<file path="config.mk">
export PLATFORM = sky130hd
export DESIGN_NAME = button_press_classifier
export DESIGN_NICKNAME = d
export VERILOG_FILES = /design/src/hw/rtl/bpc_pkg.sv /design/src/hw/rtl/bpc_state_mem.sv /design/src/hw/rtl/bpc_classify.sv /design/src/hw/rtl/button_press_classifier.sv
export SDC_FILE = /design/constraint.sdc
export NUM_CORES = 2
export LEC_CHECK = 0
export ABC_AREA = 1
export BUFFER_PORTS_ARGS = -buffer_cell sky130_fd_sc_hd__buf_2
export CAP_MARGIN = 5
export CORE_MARGIN = 2
export CORE_UTILIZATION = 33
export DETAILED_ROUTE_END_ITERATION = 6
export PLACE_DENSITY = 0.46
export SLEW_MARGIN = 20
export SYNTH_ARGS = -nofsm -noshare
export SYNTH_HDL_FRONTEND = slang
export SYNTH_SLANG_ARGS = --single-unit
</file>
<file path="constraint.sdc">
create_clock -name i_clk -period 9.4 [get_ports i_clk]
set_clock_uncertainty 0.15 [all_clocks]
set_input_delay 0.94 -clock i_clk [delete_from_list [all_inputs] [get_ports i_clk]]
set_output_delay 0.94 -clock i_clk [all_outputs]
set_load 0.02 [all_outputs]
</file>
<file path="src/hw/rtl/bpc_pkg.sv">
// ----------------------------------------------------------------------------
// bpc_pkg
// Shared types and constants for the button press classifier: item layouts,
// configuration register codes, reset values and event kinds.
// ----------------------------------------------------------------------------
package bpc_pkg;

    // default sizing
    localparam int NUM_BUTTONS_DEF = 8;
    localparam int TIME_BITS_DEF   = 48;

    // field widths
    localparam int IN_TIME_W  = 48;
    localparam int BTN_W      = 3;
    localparam int KIND_W     = 2;
    localparam int CFG_IDX_W  = 2;
    localparam int CFG_DATA_W = 24;
    localparam int DEB_W      = 20;
    localparam int LPT_W      = 24;
    localparam int RP_W       = 24;

    // configuration register indexes
    localparam logic [CFG_IDX_W-1:0] CFG_DEBOUNCE   = 2'd0;
    localparam logic [CFG_IDX_W-1:0] CFG_LONG_PRESS = 2'd1;
    localparam logic [CFG_IDX_W-1:0] CFG_REPEAT     = 2'd2;

    // configuration reset values (microseconds)
    localparam logic [DEB_W-1:0] DEB_RESET = 20'd5000;
    localparam logic [LPT_W-1:0] LPT_RESET = 24'd2000000;
    localparam logic [RP_W-1:0]  RP_RESET  = 24'd100000;

    // operations
    localparam logic OP_EDGE = 1'b0;
    localparam logic OP_TICK = 1'b1;

    // event kinds
    localparam logic [KIND_W-1:0] KIND_SHORT        = 2'd0;
    localparam logic [KIND_W-1:0] KIND_LONG_RELEASE = 2'd1;
    localparam logic [KIND_W-1:0] KIND_LONG_START   = 2'd2;
    localparam logic [KIND_W-1:0] KIND_REPEAT       = 2'd3;

    typedef struct packed {
        logic                 operation;
        logic [BTN_W-1:0]     button_index;
        logic                 level;
        logic [IN_TIME_W-1:0] time_now;
    } t_in_item;

    typedef struct packed {
        logic [BTN_W-1:0]  button_id;
        logic [KIND_W-1:0] event_kind;
        logic              last;
    } t_out_item;

    typedef struct packed {
        logic [DEB_W-1:0] debounce_time;
        logic [LPT_W-1:0] long_press_time;
        logic [RP_W-1:0]  repeat_period;
    } t_cfg;

    // item controls seen by the classifier stages
    typedef struct packed {
        logic advance;
        logic op;
        logic level;
    } t_item_ctl;

    // classifier verdict for one button
    typedef struct packed {
        logic              ev;
        logic [KIND_W-1:0] kind;
    } t_decision;

endpackage

</file>
<file path="src/hw/rtl/bpc_state_mem.sv">
// ----------------------------------------------------------------------------
// bpc_state_mem
// Per-button state store: one write port, one read port, registered read
// data. Valid flags make never-written entries read as all zero.
// ----------------------------------------------------------------------------
module bpc_state_mem #(
    parameter int NUM_BUTTONS = 8,
    parameter int ENTRY_W     = 146,
    localparam int IDX_W      = (NUM_BUTTONS > 1) ? $clog2(NUM_BUTTONS) : 1
) (
    input  logic               i_clk,
    input  logic               i_rst_n,
    input  logic               i_rd_en,
    input  logic [IDX_W-1:0]   i_rd_addr,
    input  logic               i_wr_en,
    input  logic [IDX_W-1:0]   i_wr_addr,
    input  logic [ENTRY_W-1:0] i_wr_data,
    output logic [ENTRY_W-1:0] o_rd_data
);

    logic [ENTRY_W-1:0]     r_mem [NUM_BUTTONS];
    logic [ENTRY_W-1:0]     r_rd_data;
    logic [NUM_BUTTONS-1:0] r_vld;
    logic                   r_rd_vld;

    // storage array
    always_ff @(posedge i_clk) begin
        if (i_wr_en) begin
            r_mem[i_wr_addr] <= i_wr_data;
        end
        if (i_rd_en) begin
            r_rd_data <= r_mem[i_rd_addr];
        end
    end

    // written flags, cleared by reset
    always_ff @(posedge i_clk) begin
        if (!i_rst_n) begin
            r_vld    <= '0;
            r_rd_vld <= 1'b0;
        end else begin
            if (i_wr_en) begin
                r_vld[i_wr_addr] <= 1'b1;
            end
            if (i_rd_en) begin
                r_rd_vld <= r_vld[i_rd_addr];
            end
        end
    end

    assign o_rd_data = r_rd_vld ? r_rd_data : '0;

endmodule

</file>
<file path="src/hw/rtl/bpc_classify.sv">
// ----------------------------------------------------------------------------
// bpc_classify
// Two-stage datapath for one button: stage 1 takes the wrapped time
// differences from the entry just read, stage 2 compares them against the
// thresholds and builds the updated entry and the event.
// ----------------------------------------------------------------------------
module bpc_classify #(
    parameter int TIME_BITS = 48,
    localparam int ENTRY_W  = 3 * TIME_BITS + 2
) (
    input  logic                 i_clk,
    input  bpc_pkg::t_item_ctl   i_ctl,
    input  logic [TIME_BITS-1:0] i_now,
    input  bpc_pkg::t_cfg        i_cfg,
    input  logic [ENTRY_W-1:0]   i_entry,
    output logic [ENTRY_W-1:0]   o_entry_new,
    output bpc_pkg::t_decision   o_dec
);
    import bpc_pkg::*;

    // entry layout: {last_edge, press, repeat, held, long_on}
    localparam int LON_POS   = 0;
    localparam int HELD_POS  = 1;
    localparam int REP_POS   = 2;
    localparam int PRESS_POS = 2 + TIME_BITS;
    localparam int LAST_POS  = 2 + 2 * TIME_BITS;

    logic [ENTRY_W-1:0]   r_ent;
    logic [TIME_BITS-1:0] r_d_edge;
    logic [TIME_BITS-1:0] r_d_press;
    logic [TIME_BITS-1:0] r_d_rep;

    logic [TIME_BITS-1:0] w_deb;
    logic [TIME_BITS-1:0] w_lpt;
    logic [TIME_BITS-1:0] w_rp;
    logic                 w_held;
    logic                 w_lon;

    logic [TIME_BITS-1:0] n_last;
    logic [TIME_BITS-1:0] n_press;
    logic [TIME_BITS-1:0] n_rep;
    logic                 n_held;
    logic                 n_lon;

    // stage 1: elapsed times, wrapping at the time width
    always_ff @(posedge i_clk) begin
        if (i_ctl.advance) begin
            r_ent     <= i_entry;
            r_d_edge  <= i_now - i_entry[LAST_POS +: TIME_BITS];
            r_d_press <= i_now - i_entry[PRESS_POS +: TIME_BITS];
            r_d_rep   <= i_now - i_entry[REP_POS +: TIME_BITS];
        end
    end

    assign w_deb  = TIME_BITS'(i_cfg.debounce_time);
    assign w_lpt  = TIME_BITS'(i_cfg.long_press_time);
    assign w_rp   = TIME_BITS'(i_cfg.repeat_period);
    assign w_held = r_ent[HELD_POS];
    assign w_lon  = r_ent[LON_POS];

    // stage 2: classify and update
    always_comb begin
        n_last     = r_ent[LAST_POS +: TIME_BITS];
        n_press    = r_ent[PRESS_POS +: TIME_BITS];
        n_rep      = r_ent[REP_POS +: TIME_BITS];
        n_held     = w_held;
        n_lon      = w_lon;
        o_dec.ev   = 1'b0;
        o_dec.kind = KIND_SHORT;
        if (i_ctl.op == OP_EDGE) begin
            // edges inside the debounce window leave the entry untouched
            if (r_d_edge >= w_deb) begin
                n_last = i_now;
                if (i_ctl.level) begin
                    if (!w_held) begin
                        n_held  = 1'b1;
                        n_press = i_now;
                        n_lon   = 1'b0;
                        n_rep   = '0;
                    end
                end else if (w_held) begin
                    n_held   = 1'b0;
                    o_dec.ev = 1'b1;
                    if (!w_lon && (r_d_press < w_lpt)) begin
                        o_dec.kind = KIND_SHORT;
                    end else begin
                        o_dec.kind = KIND_LONG_RELEASE;
                    end
                    n_lon = 1'b0;
                    n_rep = '0;
                end
            end
        end else if (w_held) begin
            // tick: long press start, then repeats
            if (!w_lon) begin
                if (r_d_press >= w_lpt) begin
                    n_lon      = 1'b1;
                    n_rep      = i_now;
                    o_dec.ev   = 1'b1;
                    o_dec.kind = KIND_LONG_START;
                end
            end else if (r_d_rep >= w_rp) begin
                n_rep      = i_now;
                o_dec.ev   = 1'b1;
                o_dec.kind = KIND_REPEAT;
            end
        end
    end

    assign o_entry_new = {n_last, n_press, n_rep, n_held, n_lon};

endmodule

</file>
<file path="src/hw/rtl/button_press_classifier.sv">
// ----------------------------------------------------------------------------
// button_press_classifier
// Debounces button edges, classifies releases as short or long, and on tick
// items walks the held buttons to report long-press starts and repeats.
// ----------------------------------------------------------------------------
// An in-range edge reads its entry, passes classifier stages 1 and 2 and the
// pending register. A tick walks every button; the read port steps one button
// per cycle unless the output stalls. An out-of-range edge is dropped. A new
// item is accepted once the previous one has handed its last result
// to the output register. Reset is synchronous: registers return to their
// defaults and per-button state reads as zero through written flags at once.
module button_press_classifier #(
    parameter int NUM_BUTTONS = bpc_pkg::NUM_BUTTONS_DEF,
    parameter int TIME_BITS   = bpc_pkg::TIME_BITS_DEF
) (
    input  logic                               i_clk,
    input  logic                               i_rst_n,
    input  logic                               i_in_valid,
    output logic                               o_in_ready,
    input  bpc_pkg::t_in_item                  i_in_item,
    output logic                               o_out_valid,
    input  logic                               i_out_ready,
    output bpc_pkg::t_out_item                 o_out_item,
    input  logic                               i_cfg_we,
    input  logic [bpc_pkg::CFG_IDX_W-1:0]      i_cfg_index,
    input  logic [bpc_pkg::CFG_DATA_W-1:0]     i_cfg_data
);
    import bpc_pkg::*;

    localparam int IDX_W   = (NUM_BUTTONS > 1) ? $clog2(NUM_BUTTONS) : 1;
    localparam int ENTRY_W = 3 * TIME_BITS + 2;
    localparam logic [IDX_W-1:0] LAST_IDX = IDX_W'(NUM_BUTTONS - 1);

    localparam logic [1:0] ST_IDLE  = 2'd0;
    localparam logic [1:0] ST_RUN   = 2'd1;
    localparam logic [1:0] ST_FLUSH = 2'd2;

    logic [1:0]           r_state;
    logic [1:0]           n_state;
    t_cfg                 r_cfg;

    // current item
    logic                 r_op;
    logic                 r_lvl;
    logic [TIME_BITS-1:0] r_now;

    // read issue and pipeline tracking
    logic                 r_iss_act;
    logic [IDX_W-1:0]     r_iss_addr;
    logic                 r_s1_valid;
    logic [IDX_W-1:0]     r_s1_idx;
    logic                 r_s1_end;
    logic                 r_s2_valid;
    logic [IDX_W-1:0]     r_s2_idx;
    logic                 r_s2_end;

    // pending result, held back until we know whether it is the last
    logic                 r_pend_v;
    logic [BTN_W-1:0]     r_pend_id;
    logic [KIND_W-1:0]    r_pend_kind;

    logic                 r_out_valid;
    logic                 n_out_valid;
    t_out_item            r_out;

    logic                 w_accept;
    logic                 w_btn_ok;
    logic                 w_start;
    logic                 w_iss_end;
    logic                 w_out_free;
    logic                 w_stall;
    logic                 w_s2_fire;
    logic                 w_push_mid;
    logic                 w_flush_done;
    logic [ENTRY_W-1:0]   w_rd_data;
    logic [ENTRY_W-1:0]   w_wr_data;
    t_item_ctl            w_ctl;
    t_decision            w_dec;

    assign o_in_ready   = (r_state == ST_IDLE);
    assign w_accept     = i_in_valid && o_in_ready;
    assign w_btn_ok     = (32'(i_in_item.button_index) < NUM_BUTTONS);
    assign w_start      = w_accept && ((i_in_item.operation == OP_TICK) || w_btn_ok);
    assign w_iss_end    = (r_op == OP_EDGE) || (r_iss_addr == LAST_IDX);
    assign w_out_free   = !r_out_valid || i_out_ready;
    // a second event cannot move while the pending one has nowhere to go
    assign w_stall      = r_s2_valid && w_dec.ev && r_pend_v && !w_out_free;
    assign w_s2_fire    = r_s2_valid && !w_stall;
    assign w_push_mid   = w_s2_fire && w_dec.ev && r_pend_v;
    assign w_flush_done = (r_state == ST_FLUSH) && (!r_pend_v || w_out_free);

    // configuration registers
    always_ff @(posedge i_clk) begin
        if (!i_rst_n) begin
            r_cfg.debounce_time   <= DEB_RESET;
            r_cfg.long_press_time <= LPT_RESET;
            r_cfg.repeat_period   <= RP_RESET;
        end else if (i_cfg_we) begin
            case (i_cfg_index)
                CFG_DEBOUNCE:   r_cfg.debounce_time   <= i_cfg_data[DEB_W-1:0];
                CFG_LONG_PRESS: r_cfg.long_press_time <= i_cfg_data[LPT_W-1:0];
                CFG_REPEAT:     r_cfg.repeat_period   <= i_cfg_data[RP_W-1:0];
                default: ;
            endcase
        end
    end

    // sequencer
    always_comb begin
        n_state = r_state;
        case (r_state)
            ST_IDLE: begin
                if (w_start) begin
                    n_state = ST_RUN;
                end
            end
            ST_RUN: begin
                if (w_s2_fire && r_s2_end) begin
                    n_state = ST_FLUSH;
                end
            end
            ST_FLUSH: begin
                if (w_flush_done) begin
                    n_state = ST_IDLE;
                end
            end
            default: n_state = ST_IDLE;
        endcase
    end

    // output register next valid
    always_comb begin
        n_out_valid = r_out_valid && !i_out_ready;
        if (w_push_mid || (w_flush_done && r_pend_v)) begin
            n_out_valid = 1'b1;
        end
    end

    // control registers
    always_ff @(posedge i_clk) begin
        if (!i_rst_n) begin
            r_state     <= ST_IDLE;
            r_iss_act   <= 1'b0;
            r_s1_valid  <= 1'b0;
            r_s2_valid  <= 1'b0;
            r_pend_v    <= 1'b0;
            r_out_valid <= 1'b0;
        end else begin
            r_state     <= n_state;
            r_out_valid <= n_out_valid;
            if (w_start) begin
                r_iss_act <= 1'b1;
            end else if (r_iss_act && !w_stall && w_iss_end) begin
                r_iss_act <= 1'b0;
            end
            if (!w_stall) begin
                r_s1_valid <= r_iss_act;
                r_s2_valid <= r_s1_valid;
            end
            if (w_s2_fire && w_dec.ev) begin
                r_pend_v <= 1'b1;
            end else if (w_flush_done) begin
                r_pend_v <= 1'b0;
            end
        end
    end

    // item, address and result payload
    always_ff @(posedge i_clk) begin
        if (w_start) begin
            r_op  <= i_in_item.operation;
            r_lvl <= i_in_item.level;
            r_now <= TIME_BITS'(i_in_item.time_now);
            if (i_in_item.operation == OP_TICK) begin
                r_iss_addr <= '0;
            end else begin
                r_iss_addr <= IDX_W'(i_in_item.button_index);
            end
        end else if (r_iss_act && !w_stall && !w_iss_end) begin
            r_iss_addr <= r_iss_addr + IDX_W'(1);
        end
        if (!w_stall) begin
            r_s1_idx <= r_iss_addr;
            r_s1_end <= w_iss_end;
            r_s2_idx <= r_s1_idx;
            r_s2_end <= r_s1_end;
        end
        if (w_s2_fire && w_dec.ev) begin
            r_pend_id   <= BTN_W'(r_s2_idx);
            r_pend_kind <= w_dec.kind;
        end
        if (w_push_mid) begin
            r_out.button_id  <= r_pend_id;
            r_out.event_kind <= r_pend_kind;
            r_out.last       <= 1'b0;
        end else if (w_flush_done && r_pend_v) begin
            r_out.button_id  <= r_pend_id;
            r_out.event_kind <= r_pend_kind;
            r_out.last       <= 1'b1;
        end
    end

    assign o_out_valid = r_out_valid;
    assign o_out_item  = r_out;

    // per-button state; one item at a time, so a read never overtakes a write
    bpc_state_mem #(
        .NUM_BUTTONS (NUM_BUTTONS),
        .ENTRY_W     (ENTRY_W)
    ) u_mem (
        .i_clk     (i_clk),
        .i_rst_n   (i_rst_n),
        .i_rd_en   (r_iss_act && !w_stall),
        .i_rd_addr (r_iss_addr),
        .i_wr_en   (w_s2_fire),
        .i_wr_addr (r_s2_idx),
        .i_wr_data (w_wr_data),
        .o_rd_data (w_rd_data)
    );

    assign w_ctl.advance = !w_stall;
    assign w_ctl.op      = r_op;
    assign w_ctl.level   = r_lvl;

    bpc_classify #(
        .TIME_BITS (TIME_BITS)
    ) u_classify (
        .i_clk       (i_clk),
        .i_ctl       (w_ctl),
        .i_now       (r_now),
        .i_cfg       (r_cfg),
        .i_entry     (w_rd_data),
        .o_entry_new (w_wr_data),
        .o_dec       (w_dec)
    );

`ifndef NO_ASSERTIONS
    a_idle_empty: assert property (@(posedge i_clk) disable iff (!i_rst_n)
        o_in_ready |-> (!r_iss_act && !r_s1_valid && !r_s2_valid))
        else $error("pipeline busy while accepting items");

    a_stall_in_run: assert property (@(posedge i_clk) disable iff (!i_rst_n)
        w_stall |-> (r_state == ST_RUN))
        else $error("stall outside of a scan");

    a_flush_clears: assert property (@(posedge i_clk) disable iff (!i_rst_n)
        ((r_state == ST_FLUSH) && w_out_free) |=> !r_pend_v)
        else $error("pending result survived the flush");

    a_mid_not_last: assert property (@(posedge i_clk) disable iff (!i_rst_n)
        w_push_mid |=> (o_out_valid && !o_out_item.last))
        else $error("displaced result marked last");
`endif

endmodule
</file>
Word-level counts from Yosys, hierarchy flattened
Memory sizes are Yosys's and may differ from the RTL's. A register that Yosys moved wholly into a read port is not among the register bits.
Index checks and enable logic that the tools add are counted.
{"block": "word_totals", "regBits": 446, "mem_bits_rw": 1168, "input_bits": 84, "output_inout_bits": 8, "word_cells": 144, "memories": 1}
{"block": "classes", "add_sub_neg": 4, "magnitude_cmp": 7, "eq_ne": 8, "muxes": 56, "bitwise": 2, "n_reduce_logical": 37}
{"memory": "u_mem.r_mem", "depth": 8, "word_bits": 146, "read_ports": 1, "rd_ports_with_merged_regs": 1, "wr": 1, "line_no": "bpc_state_mem.sv:21", "source": "logic [ENTRY_W-1:0] r_mem [NUM_BUTTONS];"}
{"cell": "2-to-1 mux 48 bit", "count": 15}
{"cell": "2-to-1 mux 146 bit", "count": 1}
{"cell": "subtractor 48 bit", "count": 3}
{"cell": ">= comparator 48 x 24 -> 1 bit", "count": 2}
{"cell": ">= comparator 48 x 20 -> 1 bit", "count": 1}
{"cell": "less-than comparator 48 x 24 -> 1 bit", "count": 1}
{"cell": "2-to-1 mux 3 bit", "count": 11}
{"cell": "2-to-1 mux 1 bit", "count": 21}
{"cell": "logical AND 1 bit", "count": 16}
{"cell": "2-to-1 mux 6 bit", "count": 2}
{"cell": "less-than comparator 3 x 4 -> 1 bit (second input constant)", "count": 2}
{"cell": "bitwise OR 8 bit", "count": 1}
{"cell": "nonzero test 2 bit", "count": 4}
{"cell": "logical NOT 1 bit", "count": 7}
{"cell": "2-to-1 mux 2 bit", "count": 3}
{"cell": "case mux 2 bit (3 select lines)", "count": 1}
{"cell": "AND reduction 2 bit", "count": 3}
{"cell": "== test 2 x 1 -> 1 bit (second input constant)", "count": 2}
{"cell": "== test 2 bit (second input constant)", "count": 2}
{"cell": "logical NOT 2 bit", "count": 2}
{"cell": "logical OR 1 bit", "count": 4}
{"cell": "!= test 2 bit (second input constant)", "count": 2}
{"cell": "adder 3 x 1 -> 3 bit (second input constant)", "count": 1}
{"cell": "binary-select mux 1 bit (select 3 bit)", "count": 1}
{"cell": "6 further kinds", "count": 6}

Longest topological paths before layout
{"block": "depth", "ltp_word": 16, "ltp_mapped": 20}

Modules after synthesis
From an unflattened synthesis, not the netlist that was laid out.
{"block": "hier_totals", "hier_cells": 7867, "area_unflattened_um2": 81090.3}
{"mod": "bpc_state_mem", "n_inst": 1, "cells_per_inst": 3822, "area_each_um2": 50822.5, "seq_area_each_um2": 39638.0}
{"mod": "bpc_classify", "n_inst": 1, "cells_per_inst": 3586, "area_each_um2": 25266.7, "seq_area_each_um2": 8708.4}
{"mod": "button_press_classifier", "n_inst": 1, "cells_per_inst": 459, "area_each_um2": 5001.0, "seq_area_each_um2": 3653.5}

Worst setup path before layout
Ideal clock, no wire load.
{"block": "synth_timing", "path_type": "register -> register", "from": "reg u_classify.r_d_rep[19]", "to": "mem u_mem.r_mem[0][0] (enable)", "arrival_time_ns": 5.908, "t_required_ns": 8.751, "setup_slack_ns": 2.843, "path_stages_with_launch": 13, "synth_period_minus_slack_ns": 6.557, "cell_sequence": "edfxtp_1 > ha_1 > a21o_1 > o21ai_1 > nand3_1 > nor2_1 > nand4_1 > nand3_4 > nand2_4 > nand2_4 > buf_8 > nand4_1 > inv_1"}
{"block": "synth_between", "elab_chain_len": 12}
{"item": "start: declaration", "line_no": "bpc_classify.sv:31", "source": "logic [TIME_BITS-1:0] r_d_rep;"}
{"item": "start signal: assignment", "line_no": "bpc_classify.sv:51", "source": "r_d_rep <= i_now - i_entry[REP_POS +: TIME_BITS];"}
{"item": ">= comparator 48 x 24 -> 1 bit", "line_no": "bpc_classify.sv:102", "source": "end else if (r_d_rep >= w_rp) begin"}
{"item": "2-to-1 mux 3 bit", "line_no": "bpc_classify.sv:102"}
{"item": "2-to-1 mux 3 bit", "line_no": "bpc_classify.sv:95", "source": "if (!w_lon) begin"}
{"item": "2-to-1 mux 3 bit", "line_no": "bpc_classify.sv:93", "source": "end else if (w_held) begin"}
{"item": "2-to-1 mux 3 bit", "line_no": "bpc_classify.sv:70", "source": "if (i_ctl.op == OP_EDGE) begin"}
{"item": "logical AND 1 bit (3 in series)", "line_no": "button_press_classifier.sv:87", "source": "assign w_stall = r_s2_valid && w_dec.ev && r_pend_v && !w_out_free;"}
{"item": "logical NOT 1 bit"}
{"item": "logical AND 1 bit", "line_no": "button_press_classifier.sv:88", "source": "assign w_s2_fire = r_s2_valid && !w_stall;"}
{"item": "2-to-1 mux 1 bit", "line_no": "bpc_state_mem.sv:28", "source": "if (i_wr_en) begin"}
{"item": "2-to-1 mux 1 bit (implied by the code)", "line_no": "bpc_state_mem.sv:29", "source": "r_mem[i_wr_addr] <= i_wr_data;"}
{"item": "end: declaration", "line_no": "bpc_state_mem.sv:21"}
Every way passes these cells.

Worst setup path in the final report
{"block": "layout_timing", "from": "reg u_classify.r_d_rep[23]", "to": "reg u_mem.r_rd_data[28] (read register of u_mem.r_mem) (enable)"}
{"block": "layout_between", "elab_chain_len": 10}
{"item": ">= comparator 48 x 24 -> 1 bit", "line_no": "bpc_classify.sv:102"}
{"item": "2-to-1 mux 3 bit", "line_no": "bpc_classify.sv:102"}
{"item": "2-to-1 mux 3 bit", "line_no": "bpc_classify.sv:95"}
{"item": "2-to-1 mux 3 bit", "line_no": "bpc_classify.sv:93"}
{"item": "2-to-1 mux 3 bit", "line_no": "bpc_classify.sv:70"}
{"item": "logical AND 1 bit (3 in series)", "line_no": "button_press_classifier.sv:87"}
{"item": "logical NOT 1 bit"}
{"item": "logical AND 1 bit", "line_no": "button_press_classifier.sv:213", "source": ".i_rd_en (r_iss_act && !w_stall),"}
{"item": "named net u_mem.i_rd_en", "line_no": "bpc_state_mem.sv:13", "source": "input logic i_rd_en,"}
{"item": "end: declaration", "line_no": "bpc_state_mem.sv:22", "source": "logic [ENTRY_W-1:0] r_rd_data;"}
The timed path passes the listed nets, and every way through them passes these cells.
A chain may end at the register's enable or synchronous reset.

==> results.txt <==
clk buf depth: 3
CP max FO: 93
Least-Margin Pin Slew: 1.08 ns
Yosys top cell area share: 65.5%
Ys Warns: 0
Cell Pwr Density: 215 nW/um2
dpl hpwl: 150000 um
DIE AREA: 237000 um2
clock slew seen by the registers of the worst setup and hold paths: 0.06 ns
Routed Antenna Nets: 0
standard-cell row count: 177
I/O pin cnt: 92
Main synth FF type: edfxtp_1
total number of vias: 51542
TritonCTS Sinks: 1760
Layout area overhead: 12.6%
core area: 232000 um2
Switching Share: 26.6%
CTS tree: done
PortBufs: 91
Hold WC Path Type: in2reg
CP Capture Type: flip-flop
fmax: 193 MHz
Post-Syn Area: 76800 um2
fin. max-slew vios: 0
Worst Setup Slack, final: 4.21 ns
EDFF count, synth: 1675
count leader, synth: edfxtp_1
post-synthesis async set-or-reset flop share: 0%
Die W: 486 um
Cell variety after synth: 61
gr usage total: 20.4%
largest net degree at the start of global routing: 173
antenna violations before repair: 27
Combinational Power Share: 12.2%
hold slack: 0.131 ns
Setup TNS Final: 0 ns
synth top area cells: edfxtp_1, nor2_1, o21ai_0
Worst VDD drop: 164 uV
RD Place Congestion: 0.915
WP data arrival: 5.49 ns
vias per inst: 5.13
Crit Path Class: reg2reg
Pleak: 31.4 nW
Final Power: 18.6 mW
Yosys reg bits: 1760
Final min period: 5.19 ns
initial drt markers: 4839
Die Y: 486 um
Maximum Capacitance Violations: 0
clock share of power: 38.8%
first-pass GRT wire length: 354000 um
post_cts resized: 0
Mapped Nets: 7098
post-route cell area: 86500 um2
crit path launch type: flip-flop
P_sw: 4.94 mW
Slew HR: 27.2%
DRC: 0
largest area contributor in the netlist: edfxtp_1
initial core utilization: 33.1%
dpl cell area: 80600 um2
depth of the CTS H-tree: 4
RSZ-0062 raised after global routing: false
Hold Fails Final Rpt: 0
Setup WS pre-CTS: 4.16 ns
Hold-fix buffers, CTS: 0
most frequent cells after synthesis: edfxtp_1, nor2_1, o21ai_0, nand2_1, inv_1
Post-CTS Setup Repair Bufs: 0
CP required: 9.70 ns
clock root buffer: clkbuf_16
status: complete, no violations
part of the cycle the worst path needs: 55.2%
internal power: 13.6 mW
Synth Instances: 6800
first drt pass iteration count: 6
syn_area_per_cell: 11.3 um2
sequential share of the synthesized area: 67.7%
Post-Route WL: 246000 um
# setup viols final: 0
Flop pwr share: 49.0%
Inserted Clock Buffers: 186
total grt overflow: 0
Final nets: 7143
WL/cell: 24.5 um
vias in the first global route: 49215
clk_lat worst skew: 0.83 ns
layout cell share with drive strength beyond 1: 6.86%
metrics by stage:
step | instances | utilization, %
2_1_floorplan | 6800 | -
4_1_cts | 10043 | 37.3
5_1_grt | 10044 | 37.3
3_3_place_gp | 9700 | 34.7
6_report | 10045 | 37.3
3_5_place_dp | 9700 | 34.7
cell type report:
type | count | area (um2)
multi-input cells | 4170 | 21400
clock inverters | 98 | 948
well taps | 3043 | 3810
inverters | 571 | 2240
clock buffers | 245 | 4950
repair buffers | 156 | 1090
fillers | 22559 | 145000
diodes | 2 | 5.00
flip-flops and latches | 1760 | 52000
layout by cell type, fill, tap and decap left out, types with 39 or more instances in the layout:
cell,synthesis,final
nand3_1,56,56
clkinv_1,1,39
ha_1,211,211
o22ai_1,149,149
a31oi_1,185,185
edfxtp_1,1675,1675
o21ai_1,61,62
xor2_1,88,88
a21oi_1,276,276
buf_2,58,91
inv_1,564,554
clkbuf_16,0,186
clkbuf_1,207,52
nand2_1,756,756
xnor2_1,39,39
o21ai_0,835,834
dfxtp_1,85,84
nor2_1,1286,1286
buf_4,6,53
kinds of logic (layout without fill, tap and decap cells):
group	count (synthesis)	count (layout)	share of synthesized area, %
buf+inv	870	1070	4.40
compound gates	1635	1635	11.7
fa+ha+maj	214	214	3.52
flops	1760	1760	67.7
xor+xnor	127	127	1.45
other cells	0	2	0
simple gates	2194	2194	11.2
per-layer routing:
| metal | part of all wire [%] | track usage, % | up-vias |
|---|---|---|---|
| met5 | 0.0053 | 0 | - |
| met4 | 2.2 | 4.95 | 2 |
| li1 | - | - | 24040 |
| met2 | 46 | 33.0 | 1364 |
| met1 | 46 | 29.1 | 25844 |
| met3 | 5.3 | 2.68 | 292 |
flip-flops by register name (all words and copies together), names as in the netlist, 3 cells and up:
| name | flops |
|---|---|
| u_mem.r_mem | 1168 |
| u_classify.r_ent | 146 |
| u_mem.r_rd_data | 146 |
| r_cfg | 68 |
| r_now | 48 |
| u_classify.r_d_edge | 48 |
| u_classify.r_d_press | 48 |
| u_classify.r_d_rep | 48 |
| u_mem.r_vld | 8 |
| o_out_item | 6 |
| r_iss_addr | 3 |
| r_pend_id | 3 |
| r_s1_idx | 3 |
| r_s2_idx | 3 |
critical path: stages, from the launching register on:
cell      delay (ns)
edfxtp_1        0.38
ha_1            0.30
a21oi_1         0.17
o21a_1          0.14
nand3_1         0.11
nor2_1          0.15
nand4_1         0.26
nand3_4         0.23
nand2_4         0.13
nand2_8         0.54
nand2_1         0.36
inv_8           0.73
buf_4           0.91
final timing paths:
check | startpoint | endpoint | slack (ns) | cells after the start
setup reg to reg | u_classify.r_d_rep[23] | u_mem.r_rd_data[28] | 4.21 | 12
hold / removal | i_in_item[42] | r_now[42] | 0.13 | 1
setup / recovery | u_classify.r_d_rep[23] | u_mem.r_rd_data[28] | 4.21 | 12
hold reg to reg | r_s1_end | r_s2_end | 0.27 | 0
power by group through the flow:
stage	clock network [mW]	logic, mW	registers [mW]
after floorplan	0	1.49	9.18
after global placement	0	2.28	9.25
final	7.20	2.27	9.09
after detailed placement	0	2.28	9.26
after global routing	7.65	2.53	9.11
after CTS	7.34	2.29	9.09
No activity file was read; power rests on OpenSTA's default activity.
